$ cat config.mk
export PLATFORM = sky130hd
export DESIGN_NAME = isb_queue
export DESIGN_NICKNAME = d
export VERILOG_FILES = /design/src/design/isb_pkg.sv /design/src/design/isb_queue.sv
export SDC_FILE = /design/constraint.sdc
export NUM_CORES = 1
export LEC_CHECK = 0
export BUFFER_PORTS_ARGS = -buffer_cell sky130_fd_sc_hd__buf_2
export CAP_MARGIN = 20
export CORE_ASPECT_RATIO = 0.7
export CORE_MARGIN = 2
export CORE_UTILIZATION = 40
export DETAILED_ROUTE_END_ITERATION = 6
export PLACE_DENSITY = 0.74
export REMOVE_ABC_BUFFERS = 1
export SKIP_LAST_GASP = 1
export SLEW_MARGIN = 20
export SYNTH_ARGS = -nofsm -noshare
export SYNTH_HDL_FRONTEND = slang
export SYNTH_SLANG_ARGS = --single-unit
$ cat constraint.sdc
create_clock -name i_clk -period 14.1 [get_ports i_clk]
set_input_delay 4.23 -clock i_clk [delete_from_list [all_inputs] [get_ports i_clk]]
set_output_delay 4.23 -clock i_clk [all_outputs]
set_load 0.005 [all_outputs]
$ cat src/design/isb_pkg.sv
`timescale 1ns / 1ps
package isb_pkg;

    typedef enum logic [1:0] {
        RM_MEAN  = 2'd0,
        RM_SUM   = 2'd1,
        RM_COUNT = 2'd2,
        RM_ALT   = 2'd3
    } t_reduce;

    localparam logic [2:0] CFG_LOCUS_START = 3'd0;
    localparam logic [2:0] CFG_LOCUS_END   = 3'd1;
    localparam logic [2:0] CFG_BIN_WIDTH   = 3'd2;
    localparam logic [2:0] CFG_BINS_IN_USE = 3'd3;
    localparam logic [2:0] CFG_REDUCE_MODE = 3'd4;
    localparam logic [2:0] CFG_EMPTY_VALUE = 3'd5;

    localparam logic REQ_ACCUM = 1'b0;
    localparam logic REQ_READ  = 1'b1;

    localparam int SUM_W = 48;
    localparam int CNT_W = 32;

    // Command handed from the front to the back: one bin range or one read.
    typedef struct packed {
        logic        is_read;
        logic [32:0] first;    // relative first bin
        logic [32:0] last;     // relative end bin, exclusive
        logic [31:0] value;
        logic [9:0]  sel;
    } t_cmd;

    typedef enum logic [2:0] {
        F_IDLE, F_DIV_S, F_DIV_E, F_DIV_B, F_PUSH
    } t_fstate;

    typedef enum logic [3:0] {
        B_IDLE, B_CLEAR, B_RD, B_WAIT, B_ACC, B_RDOUT, B_DIV, B_OUT
    } t_bstate;

endpackage

$ cat src/design/isb_queue.sv
`timescale 1ns / 1ps
module isb_queue (
    input  logic          i_clk,
    input  logic          i_rst_n,
    input  logic          i_push,
    input  isb_pkg::t_cmd i_cmd,
    output logic          o_full,
    input  logic          i_pop,
    output logic          o_empty,
    output isb_pkg::t_cmd o_cmd
);
    isb_pkg::t_cmd r_q [2];
    logic r_wp, r_rp;
    logic [1:0] r_n;
    assign o_full = (r_n == 2'd2);
    assign o_empty = (r_n == 2'd0);
    assign o_cmd = r_q[r_rp];
    always_ff @(posedge i_clk) begin
        if (!i_rst_n) begin
            r_wp <= 1'b0; r_rp <= 1'b0; r_n <= 2'd0;
        end else begin
            if (i_push) r_wp <= ~r_wp;
            if (i_pop) r_rp <= ~r_rp;
            r_n <= r_n + {1'b0, i_push} - {1'b0, i_pop};
        end
        if (i_push) r_q[r_wp] <= i_cmd;
    end
    assert property (@(posedge i_clk) disable iff (!i_rst_n) i_pop |-> !o_empty)
        else $error("pop from empty queue");
    assert property (@(posedge i_clk) disable iff (!i_rst_n) r_n != 2'd3)
        else $error("queue count overrun");
    assert property (@(posedge i_clk) disable iff (!i_rst_n)
        (i_push && !i_pop) |=> !o_empty) else $error("queue lost entry");
endmodule

; Word level (Yosys, flattened, before mapping)
; Memory sizes are Yosys's and may differ from the RTL's. A register that Yosys moved wholly into a read port is not among the register bits.
; Cells that the tools add are included.
[word_totals]
wordCells = 14
memories = 1
ramBits = 218
regBits = 4
input_bits = 113
out_inout_bits = 111
[memory_table]
columns = name, words, width, read_ports, rd_ports_with_merged_regs, write_ports, line
row1 = r_q, 2, 109, 1, 1, 1, isb_queue.sv:12  ; isb_pkg::t_cmd r_q [2];
[classes]
mux = 4
eq_ne = 1
bitwise = 2
reduce_logical = 1
addsub = 2
[ops]
columns = op, n
row1 = $mux W1, 4
row2 = $add A2 B1 Y2, 1
row3 = $eq A2 B2 Y1 const B, 1
row4 = $logic_not A2 Y1, 1
row5 = $not A1 Y1, 2
row6 = $sub A2 B1 Y2, 1

; Depth between registers and ports, before layout
; Gate-level depths: netlist of the first run.
[depth]
depth_word = 3
depth_mapped = 6
ltp_nobuf = 6

; Worst setup path after synthesis of the first run
; No wires, ideal clock.
[synth_path]
path_kind = input-to-reg
start = input port i_push
end = memory r_q[0][0] (netlist name), enable pin
required_time_ns = 13.509
setup_slack_ns = 4.511
stages = 1
arrival_ns = 8.998
path_cell_list = nor2b_1
[synth_via]
elab_chain_len = 2
[synth_rtl]
columns = element, line
row1 = from (decl), isb_queue.sv:5  ; input logic i_push,
row2 = $mux W1, isb_queue.sv:26  ; if (i_push) r_q[r_wp] <= i_cmd;
row3 = $mux W1 (implied by the code), isb_queue.sv:26
row4 = to (decl), isb_queue.sv:12
; Every way passes these cells.

==> results of run 1 <==
==> worst max path at each step <==
| stage | to | cells after the start |
|---|---|---|
| 3_5_place_dp | o_cmd[90] | 3 |
| 5_1_grt | o_cmd[11] | 3 |
| 2_1_floorplan | r_q[0][0] | 1 |
| 4_1_cts | o_cmd[90] | 3 |
| 3_3_place_gp | o_cmd[90] | 3 |
| 6_report | o_cmd[11] | 3 |
==> power breakdown <==
part / switching (mW) / internal [mW] / leakage, nW
logic: 0.0607 / 0.0721 / 1.42
clock network: 0.232 / 0.354 / 0.356
registers: 0.0140 / 0.767 / 2.09
total: 0.307 / 1.19 / 3.86
==> registers in the layout, indices dropped and copies added (netlist names), named ones only <==
signal,count
r_q,218
r_wp,1
r_rp,1
r_n,2
==> metal layers <==
metal / GRT usage (%) / wire [µm] / up-vias
li1: - / - / 1914
met1: 17.8 / 6380 / 1994
met2: 21.9 / 7020 / 194
met3: 4.89 / 1570 / 20
met4: 3.62 / 310 / 0
met5: 0 / 0 / -
==> cells by family after synthesis <==
| group | after synthesis | synth area share, % |
|---|---|---|
| flops | 223 | 81.9 |
| mux | 109 | 15.6 |
| compound gates | 1 | 0.0925 |
| simple gates | 9 | 0.663 |
| buf+inv | 14 | 1.06 |
| xor+xnor | 2 | 0.385 |
| fa+ha+maj | 2 | 0.308 |
==> layout make-up <==
type | count | area (µm²)
clock inverter | 13 | 145
multi-input combinational | 123 | 1390
clock buffer | 27 | 591
tap | 270 | 338
inverter | 2 | 7.51
timing repair buffer | 227 | 1150
sequential | 223 | 6650
fill | 1628 | 9580
==> placed cells by master (no fill, tap or decap) <==
cell type | netlist | layout
clkinvlp_4 | 0 | 2
bufinv_16 | 0 | 3
dfxtp_1 | 5 | 4
inv_1 | 2 | 2
nor2_1 | 1 | 1
xnor3_1 | 1 | 1
ha_1 | 2 | 2
edfxtp_1 | 218 | 218
buf_4 | 0 | 4
clkinv_1 | 0 | 3
buf_2 | 9 | 223
dfxtp_4 | 0 | 1
clkinv_2 | 0 | 4
o21a_1 | 1 | 1
inv_6 | 0 | 1
clkbuf_16 | 0 | 23
and2_1 | 4 | 3
and2_4 | 0 | 1
xor2_1 | 1 | 1
nor2b_4 | 0 | 1
nor2b_1 | 4 | 3
mux2_4 | 10 | 10
mux2_2 | 99 | 99
clkbuf_1 | 0 | 4
==> through the flow <==
stage / instance area (µm²) / power (mW) / hold WS [ps] / instances
6_report: 10300 / 1.50 / 576 / 885
5_1_grt: 10300 / 1.55 / 610 / 885
4_1_cts: 10300 / 1.52 / 587 / 885
3_5_place_dp: 9530 / 0.930 / 583 / 845
3_3_place_gp: 9530 / 0.922 / 578 / 845
2_1_floorplan: 8040 / 0.867 / 555 / 348
==> worst max-delay path: stages (launching register included) <==
cell	delay, ps
dfxtp_4	790
buf_4	730
mux2_2	410
buf_2	140
==> impl_metrics.tcl, run 1 <==
set metrics [dict create \
    critPathLaunchType "flop" \
    outcome "completed" \
    grt_pass1_wl_um 22800 \
    setup_violations 0 \
    drive_above_1_share_pct 60.5 \
    yosys-top-cells-count "218 x edfxtp_1, 99 x mux2_2, 10 x mux2_4" \
    cts_root_buffer "clkbuf_16" \
    crit_required_ps 9870 \
    rows 43 \
    clkTransAtPathRegs_ps 60 \
    fin_crit_sh_pct 49.1 \
    fp.dieW_um 174 \
    path_class "flop to output port" \
    syn-instance-count 360 \
    area_growth_pct 26.5 \
    fin_ws_ps 7180 \
    finClkSkew_ps 7.77 \
    dp_slack_ps 7660 \
    synth.area.top_cells "edfxtp_1 81%, mux2_2 14%, mux2_4 1.9%, dfxtp_1 1.2%, buf_2 0.56%" \
    reg2reg_to "r_q[1][93]" \
    num_vias 4122 \
    core_mm2 0.0199 \
    yosys_most_used_dff "edfxtp_1" \
    cts_sinks 223 \
    cts_hold_buf 0 \
    wl_per_cell_um 17.3 \
    synth_top_area_cell "edfxtp_1" \
    fmax_mhz 144 \
    timing.slew.headroom_pct 45.9 \
    r2r-start "r_wp" \
    holdPathStages 2 \
    grt_max_degree 59 \
    final_nets 714 \
    track_usage_pct 13.6 \
    clock_path_buffers 3 \
    cts_resized 0 \
    postCtsSetupBuffers 0 \
    rsz0062_at_grt "false" \
    die_h_um 123 \
    htreeDepth 1 \
    final-hold-violation-count 0 \
    synth_edf_count 218 \
    drv_cap 0 \
    synthArstFlopShare_pct 0 \
    final_util_pct 51.7 \
    grt_pass1_vias 4256 \
    hpwl_um 10300 \
    min_from "r_rp" \
    drt_first_pass_iters 5 \
    diodes 0 \
    p_leak_nw 3.86 \
    grt.overflow.total 0 \
    start_util_pct 40.9 \
    routed_wl_um 15300 \
    yosysUniqueCellTypes 14 \
    critPathCaptureType "output port" \
    fp.dieArea_mm2 0.0215 \
    clock_latency_ps 490 \
    netlist_area_mm2 0.00812 \
    drt-initial-drc-count 266 \
    grt_antenna_before_repair 0 \
    ys_seq_area_share_pct 81.9 \
    io-pin-count 224 \
    viasPerCell 4.66 \
    cts_tree "done" \
    yosysMostFrequentCell "edfxtp_1" \
    reg2reg_setup_slack_ps 11930 \
    routabilityCongestion 0.782 \
    r2r_cells 2 \
    cts_buffers 22 \
    irDropWorstVdd_uv 86.2 \
    yosysWarnings 0 \
    avgSynthCellArea_um2 22.5 \
    setup_tns_ps 0 \
    io_buffers 223 \
    post-route-min-period_ps 6920 \
    hold_path_class "flop to flop" \
    tightestPinTransition_ps 812 \
    slew_viol_final 0 \
    pwr_density_cell_mw_per_mm2 146 \
    critPathMaxFanout 58 \
    ant_nets 0 \
    drc 0 \
    yosysTopAreaCellShare_pct 80.7 \
    synth_seq_cells 223 \
    worstPathArrival_ps 2690 \
]
No activity file was read; power rests on OpenSTA's default activity.
==> run 2, diff against run 1 <==
ABC_AREA = 1   (was unset)
clock period = 6.8 ns   (was 14.1 ns; I/O delays follow)
==> run 2 against run 1 <==
Effect of this change: die area did not move; final area barely moved; synthesized area did not move; clock power rose by 110%; critical path type unchanged; via count rose by 1.9%; global-route usage fell by 0.095 points; largest power group unchanged; utilization barely moved; combinational power rose by 90%; clock skew rose by 4.7 ps.
==> impl_metrics.tcl, run 2 <==
set metrics [dict create \
    place_inst 858 \
    yosys-top-cells-count "218 x edfxtp_1, 99 x mux2_2, 10 x mux2_4" \
    irDropWorstVdd_uv 182 \
    synthArstFlopShare_pct 0 \
    setup_tns_ps 0 \
    slowest_delay_ps 620 \
    layout_commonest_cell "buf_2" \
    synth_edf_count 218 \
    cts_tree "done" \
    start_util_pct 40.9 \
    worstPathArrival_ps 2280 \
    htreeDepth 1 \
    critPathCaptureType "output port" \
    synth.area.top_cells "edfxtp_1 81%, mux2_2 14%, mux2_4 1.9%, dfxtp_1 1.2%, buf_2 0.56%" \
    synth.area.mux_share_pct 15.6 \
    drt-initial-drc-count 229 \
    ant_nets 0 \
    track_usage_pct 13.5 \
    slew_viol_final 0 \
    fp.dieW_um 174 \
    finClkSkew_ps 12.5 \
    yosysWarnings 0 \
    grt_pass1_vias 4320 \
    drv_cap 0 \
    yosys_most_used_dff "edfxtp_1" \
    rows 43 \
    viasPerCell 4.66 \
    largest_register_ffs 218 \
    cts_resized 0 \
    netlist_area_mm2 0.00812 \
    hold_path_class "flop to flop" \
    synth_top_area_cell "edfxtp_1" \
    clock_latency_ps 500 \
    area_growth_pct 26.6 \
    top_regs "r_q x218, r_n x2" \
    synth_adder_area_share_pct 0.308 \
    fin_ws_ps 2480 \
    die_h_um 123 \
    setup_violations 0 \
    pwr_density_cell_mw_per_mm2 298 \
    largest_register "r_q" \
    cts_sinks 223 \
    fin_crit_sh_pct 63.6 \
    routabilityCongestion 0.850 \
    syn-instance-count 372 \
    crit_required_ps 4760 \
    timing.slew.headroom_pct 48.9 \
    wl_per_cell_um 17.0 \
    num_vias 4199 \
    clock_path_buffers 3 \
    path_class "flop to output port" \
    avgSynthCellArea_um2 21.8 \
    cts_hold_buf 0 \
    clkTransAtPathRegs_ps 60 \
    drive_above_1_share_pct 59.2 \
    critPathMaxFanout 48 \
    grt.overflow.total 0 \
    hpwl_um 10100 \
    outcome "completed" \
    yosysUniqueCellTypes 12 \
    grt_antenna_before_repair 2 \
    mostFrequentLayoutCells "223 x buf_2, 218 x edfxtp_1, 99 x mux2_2" \
    grt_max_degree 56 \
    cts_buffers 23 \
    synth_compound_area_share_pct 0.0617 \
    routed_wl_um 15300 \
    yosysMostFrequentCell "edfxtp_1" \
    final_nets 728 \
    grt_pass1_wl_um 22600 \
    dp_slack_ps 2790 \
    critPathLaunchType "flop" \
    fmax_mhz 231 \
    synth_seq_cells 223 \
    cts_root_buffer "clkbuf_16" \
    rsz0062_at_grt "false" \
    stdcell_count 902 \
    tightestPinTransition_ps 766 \
    ys_seq_area_share_pct 81.9 \
    yosys.area_share.xor_xnor_pct 0 \
    synth-simple-area-share_pct 0.848 \
    p_leak_nw 3.89 \
    post-route-min-period_ps 4320 \
    postCtsSetupBuffers 0 \
    final-hold-violation-count 0 \
    io-pin-count 224 \
    fp.dieArea_mm2 0.0215 \
    cpMaxStageDelayCell "buf_4" \
    yosysTopAreaCellShare_pct 80.7 \
    io_buffers 223 \
    synth_top_family_by_area "multiplexers" \
    drc 0 \
    cp_cell_sequence "buf_4 > mux2_2 > buf_2" \
    core_mm2 0.0199 \
    drt_first_pass_iters 4 \
]
## run 2: cell count changes after synthesis
| cell | change |
|---|---|
| inv_1 | +5 |
| nor2b_1 | -4 |
| xor2_1 | -1 |
| nor2_1 | +8 |
| nand2_1 | +8 |
| o21a_1 | -1 |
| and2_1 | -4 |
| a21oi_1 | +1 |
| nand3_1 | +1 |
| xnor3_1 | -1 |
## run 2: final timing paths
kind                            start    endpoint  slack, ps  depth (start not counted)
worst max-delay path             flop   o_cmd[13]       2480                          3
worst min-delay path             r_rp        r_rp        510                          2
worst max register to register   r_wp  r_q[1][70]       4580                          3
worst min register to register   r_rp        r_rp        510                          2
## run 2: area by class of cell
class                   count  area (µm²)
inverters                   7        28.8
well taps                 270         338
fillers                  1623        9580
diodes                      2        5.00
multi-input cells         130        1370
clock inverters            15         140
flip-flops and latches    223        6650
clock buffers              27         591
repair buffers            228        1150
## run 2: critical path: cells and delay by family (launching register included)
family	cells	cell delay, ps
mux	1	430
flops	1	560
buf+inv	2	760
## run 2: metal layers
metal / up-vias / wire length (µm) / GRT usage, %
met1: 2045 / 6980 / 18.3
met4: 0 / 418 / 3.89
met2: 175 / 6650 / 21.3
li1: 1953 / - / -
met3: 26 / 1290 / 4.31
met5: - / 0 / 0
## run 2: cells by family (layout without fill, tap and decap cells)
group                    after synthesis  in the layout
adder cells (fa/ha/maj)                2              2
buffers and inverters                 19            277
other                                  0              2
AO/OA/AOI/OAI                          1              1
flip-flops                           223            223
AND/OR/NAND/NOR                       18             18
multiplexers                         109            109
## run 2: per-stage QoR
stage	hold WS, ps	util [%]	power [mW]	cell area, µm²
floorplan	463	-	1.78	8040
global placement	475	48.1	1.89	9540
detailed placement	501	48.1	1.90	9540
CTS	516	51.7	3.11	10300
global route	541	51.8	3.18	10300
finish	506	51.8	3.07	10300
## run 2: power breakdown
group          switching, mW  internal, mW
clock                  0.497         0.702
sequential            0.0209          1.59
combinational          0.125         0.128
total                  0.643          2.42
